--- src/rn48_pkg.sv ---
// shared constants, codes and controller/datapath structs of the node48 child table
// no dependencies
package rn48_pkg;

   localparam int SLOTS       = 48;
   localparam int KEY_SPACE   = 256;
   localparam int CHILD_WIDTH = 64;

   localparam int OP_W       = 3;
   localparam int KEY_BITS   = 8;
   localparam int EXT_W      = KEY_BITS + 1;
   localparam int CHILD_BITS = 64;
   localparam int CNT_W      = 6;
   localparam int STATUS_W   = 2;
   localparam int KEY_W      = $clog2(KEY_SPACE);
   localparam int WALK_W     = KEY_W + 1;
   localparam int SLOT_AW    = $clog2(SLOTS);

   localparam logic [OP_W-1:0] OP_PUT     = 3'd0;
   localparam logic [OP_W-1:0] OP_DELETE  = 3'd1;
   localparam logic [OP_W-1:0] OP_LOCATE  = 3'd2;
   localparam logic [OP_W-1:0] OP_REPLACE = 3'd3;
   localparam logic [OP_W-1:0] OP_SCAN    = 3'd4;

   localparam logic [STATUS_W-1:0] STATUS_OK     = 2'd0;
   localparam logic [STATUS_W-1:0] STATUS_FULL   = 2'd1;
   localparam logic [STATUS_W-1:0] STATUS_EMPTY  = 2'd2;
   localparam logic [STATUS_W-1:0] STATUS_ABSENT = 2'd3;

   typedef struct packed {
      logic load;
      logic decide;
      logic loc_reply;
      logic shift;
      logic renum;
      logic del_finish;
      logic scan;
      logic scan_finish;
   } cmd_type;

   typedef struct packed {
      logic is_scan;
      logic need_locate;
      logic need_delete;
      logic shift_done;
      logic renum_done;
      logic scan_done;
   } stat_type;

endpackage

--- src/rn48_ctrl.sv ---
// operation sequencer of the node48 child table
// depends on rn48_pkg for the command and status structs
module rn48_ctrl
   import rn48_pkg::*;
(
   input  logic     clock,
   input  logic     reset,
   input  logic     start,
   output logic     busy,
   input  stat_type stat,
   output cmd_type  cmd
);

   localparam logic [2:0] ST_IDLE   = 3'd0;
   localparam logic [2:0] ST_LOOKUP = 3'd1;
   localparam logic [2:0] ST_DECIDE = 3'd2;
   localparam logic [2:0] ST_LOCREP = 3'd3;
   localparam logic [2:0] ST_SHIFT  = 3'd4;
   localparam logic [2:0] ST_RENUM  = 3'd5;
   localparam logic [2:0] ST_SCAN   = 3'd6;

   logic [2:0] state_ff;
   logic [2:0] state_in;

   always_comb begin
      cmd      = '0;
      state_in = state_ff;
      unique case (state_ff)
         ST_IDLE: begin
            if (start) begin
               cmd.load = 1'b1;
               state_in = ST_LOOKUP;
            end
         end
         ST_LOOKUP: begin
            state_in = stat.is_scan ? ST_SCAN : ST_DECIDE;
         end
         ST_DECIDE: begin
            cmd.decide = 1'b1;
            priority if (stat.need_locate) begin
               state_in = ST_LOCREP;
            end else if (stat.need_delete) begin
               state_in = ST_SHIFT;
            end else begin
               state_in = ST_IDLE;
            end
         end
         ST_LOCREP: begin
            cmd.loc_reply = 1'b1;
            state_in      = ST_IDLE;
         end
         ST_SHIFT: begin
            cmd.shift = 1'b1;
            if (stat.shift_done) begin
               state_in = ST_RENUM;
            end
         end
         ST_RENUM: begin
            if (stat.renum_done) begin
               cmd.del_finish = 1'b1;
               state_in       = ST_IDLE;
            end else begin
               cmd.renum = 1'b1;
            end
         end
         ST_SCAN: begin
            if (stat.scan_done) begin
               cmd.scan_finish = 1'b1;
               state_in        = ST_IDLE;
            end else begin
               cmd.scan = 1'b1;
            end
         end
         default: begin
            state_in = ST_IDLE;
         end
      endcase
   end

   always_ff @(posedge clock) begin
      if (reset) begin
         state_ff <= ST_IDLE;
      end else begin
         state_ff <= state_in;
      end
   end

   assign busy = (state_ff != ST_IDLE);

endmodule

--- config.mk ---
export PLATFORM = sky130hd
export DESIGN_NAME = rn48_ctrl
export DESIGN_NICKNAME = d
export VERILOG_FILES = /design/src/rn48_pkg.sv /design/src/rn48_ctrl.sv
export SDC_FILE = /design/constraint.sdc
export NUM_CORES = 1
export LEC_CHECK = 0
export ABC_AREA = 1
export BUFFER_PORTS_ARGS = -buffer_cell sky130_fd_sc_hd__buf_2
export CELL_PAD_IN_SITES_DETAIL_PLACEMENT = 1
export CELL_PAD_IN_SITES_GLOBAL_PLACEMENT = 1
export CORE_AREA = 2 2 39 41
export CTS_BUF_LIST = sky130_fd_sc_hd__clkbuf_2
export DETAILED_ROUTE_END_ITERATION = 10
export DIE_AREA = 0 0 41 43
export GPL_TIMING_DRIVEN = 0
export PLACE_DENSITY = 0.7
export SLEW_MARGIN = 40
export SYNTH_ARGS = -nofsm -noshare
export SYNTH_HDL_FRONTEND = slang
export SYNTH_SLANG_ARGS = --single-unit
--- constraint.sdc ---
create_clock -name clock -period 2.36 [get_ports clock]
set_clock_uncertainty 0.05 [all_clocks]
set_input_delay 0.118 -clock clock [delete_from_list [all_inputs] [get_ports clock]]
set_output_delay 0.118 -clock clock [all_outputs]
set_load 0.01 [all_outputs]
==> impl_metrics.ini <==
[sta]
drv_slew = 0
period_needed_ns = 1.39
fin_crit_sh = 0.589
slew_headroom = 0.837
worst_pin_slew_ns = 0.244
finalSetupTns_ns = 0
final-setup-viol-count = 0
finalHoldViolations = 0
max_freq_mhz = 719
rsz0062_at_grt = no
setup_ws_ns = 0.970

[cells_and_area]
top_register = state_ff
reg.largest.list = state_ff: 3 flops
stdcell_count = 82
drive_above_1_share = 0.409
n_antenna_cell = 0
largest_reg_flops = 3
fin_util = 0.278
nets = 76
area_delta_synth_final_pct = 48.1

[setup_path]
worstSetupPathType = reg -> out
cp_max_fo = 8
max_stage_delay_ns = 0.30
required_ns = 2.19
critPathSlowestCell = dfxtp_1
worstPathArrival_ns = 1.22
cp_top_family = buffers and inverters
start_kind = flop
cp_cell_sequence = clkbuf_2, inv_2, nor4_1, buf_2
cp-end-kind = output pin
worst-path-buf-inv = 3

[clocking]
cts_buffers = 3
ctsResizeCount = 0
clk_path_buf_depth = 2
cts_setup_buffers = 0
clock_latency_ns = 0.20
htreeDepth = 1
hold_buffers = 0
cts_root_buffer = clkbuf_2
clkTransAtPathRegs_ns = 0.04
cts.sinks = 3
cts_tree = built

[place]
hpwlAfterDp_um = 618
numPlacedInstances = 78
portBuffers = 17
post-place-ws_ns = 1.13
gp_congestion = 0.799

[synth]
syn-cell-area_um2 = 260
yosysWarnings = 0
seq_area_frac_synth = 0.231
syn-num-nets = 54
synth_cells = 45
ys_types = 16
yosys_register_bits = 3
synth_area_per_cell_um2 = 5.78

[global_routing]
grt_max_degree = 10
grt.total_usage = 0.109
grt-ovfl-total = 0
grt_pass1_vias = 342
antenna_found_initial = 0
grt_pass1_wl_um = 1320

[floorplanning]
die_x_um = 41
die-area_um2 = 1760
rows = 14
core_um2 = 1380
initial_core_util = 0.188
chipHeight_um = 43
io_pins = 18

[routing]
ant_nets = 0
vias = 350
wl_um = 786
drc = 0
drtIter0Drc = 0
drt-pass1-iter-count = 1
vias_per_cell = 4.27
routedWlPerCell_um = 9.59

[pwr]
ir_drop_mv = 0.210
p_leak_uw = 0.000255
p_per_area_nw_per_um2 = 822

[worst_hold_path]
min_path_type = in -> reg

[run]
maxCapViolCount = 0

[run_status]
status = complete, no violations
==> report_power, final <==
group | leakage [µW] | internal [µW] | switching [µW] | total, µW
combinational | 0.000214 | 66.2 | 107 | 173
sequential | 0.0000247 | 64.4 | 7.45 | 71.8
clock | 0.0000166 | 44.7 | 26.8 | 71.5
==> path summary, 6_finish.rpt <==
check / cells past startpoint / slack (ns) / endpoint / startpoint
setup / recovery: 4 / 0.97 / cmd[0] / state_ff[2]$_SDFFE_PP0P_
hold / removal: 2 / 0.06 / state_ff[0]$_SDFFE_PP0P_ / reset
setup reg to reg: 7 / 1.15 / state_ff[2]$_SDFFE_PP0P_ / state_ff[2]$_SDFFE_PP0P_
hold reg to reg: 3 / 0.61 / state_ff[0]$_SDFFE_PP0P_ / state_ff[1]$_SDFFE_PP0P_
==> synthesized netlist by cell type <==
cell type / count / area share
dfxtp_1: 3 / 0.23
nor3_2: 1 / 0.038
a21oi_1: 2 / 0.038
inv_2: 2 / 0.029
nand3b_1: 1 / 0.029
clkbuf_2: 1 / 0.019
nand2_1: 7 / 0.10
nor4_1: 2 / 0.048
nor2_1: 5 / 0.072
nand3_1: 5 / 0.096
o21ai_0: 2 / 0.038
nor3_1: 1 / 0.019
nand4_1: 2 / 0.048
inv_1: 9 / 0.13
buf_4: 1 / 0.029
a31o_2: 1 / 0.034
==> through the flow <==
stage               area [µm²]  hold slack, ns  total power [µW]
CTS                        385          0.0525               323
global placement           365           0.272               244
floorplan                  260           0.137               194
global route               385          0.0517               348
detailed placement         365           0.272               248
finish                     385          0.0590               317
==> cell usage in the layout, fill, tap and decap left out <==
cell type,n
buf_2,17
inv_1,9
nand2_1,7
nor2_1,5
clkbuf_2,5
nand3_1,5
dfxtp_1,3
inv_2,2
nor4_1,2
nand4_1,2
o21ai_0,2
a21oi_1,2
buf_4,1
nor3_2,1
nor3_1,1
a31o_2,1
nand3b_1,1
==> routing by layer <==
| metal | vias up | routed length (µm) | global-route usage |
|---|---|---|---|
| li1 | 188 | - | - |
| met1 | 150 | 343 | 0.138 |
| met2 | 12 | 384 | 0.169 |
| met3 | 0 | 57 | 0.0471 |
| met4 | 0 | 0 | 0.0200 |
| met5 | - | 0 | 0 |
==> cell type report <==
class,instances,area (µm²)
repair buffers,17,85.1
inverters,11,41.3
well taps,16,20.0
multi-input cells,29,146
clock buffers,4,20.0
plain buffers,2,12.5
fillers,191,998
flip-flops and latches,3,60.1
==> cell families after synthesis <==
family	Yosys count	share of synthesized area
buffers and inverters	13	0.207
AO/OA/AOI/OAI	5	0.111
AND/OR/NAND/NOR	24	0.452
flip-flops	3	0.231
(Power assumes the default switching activity.)
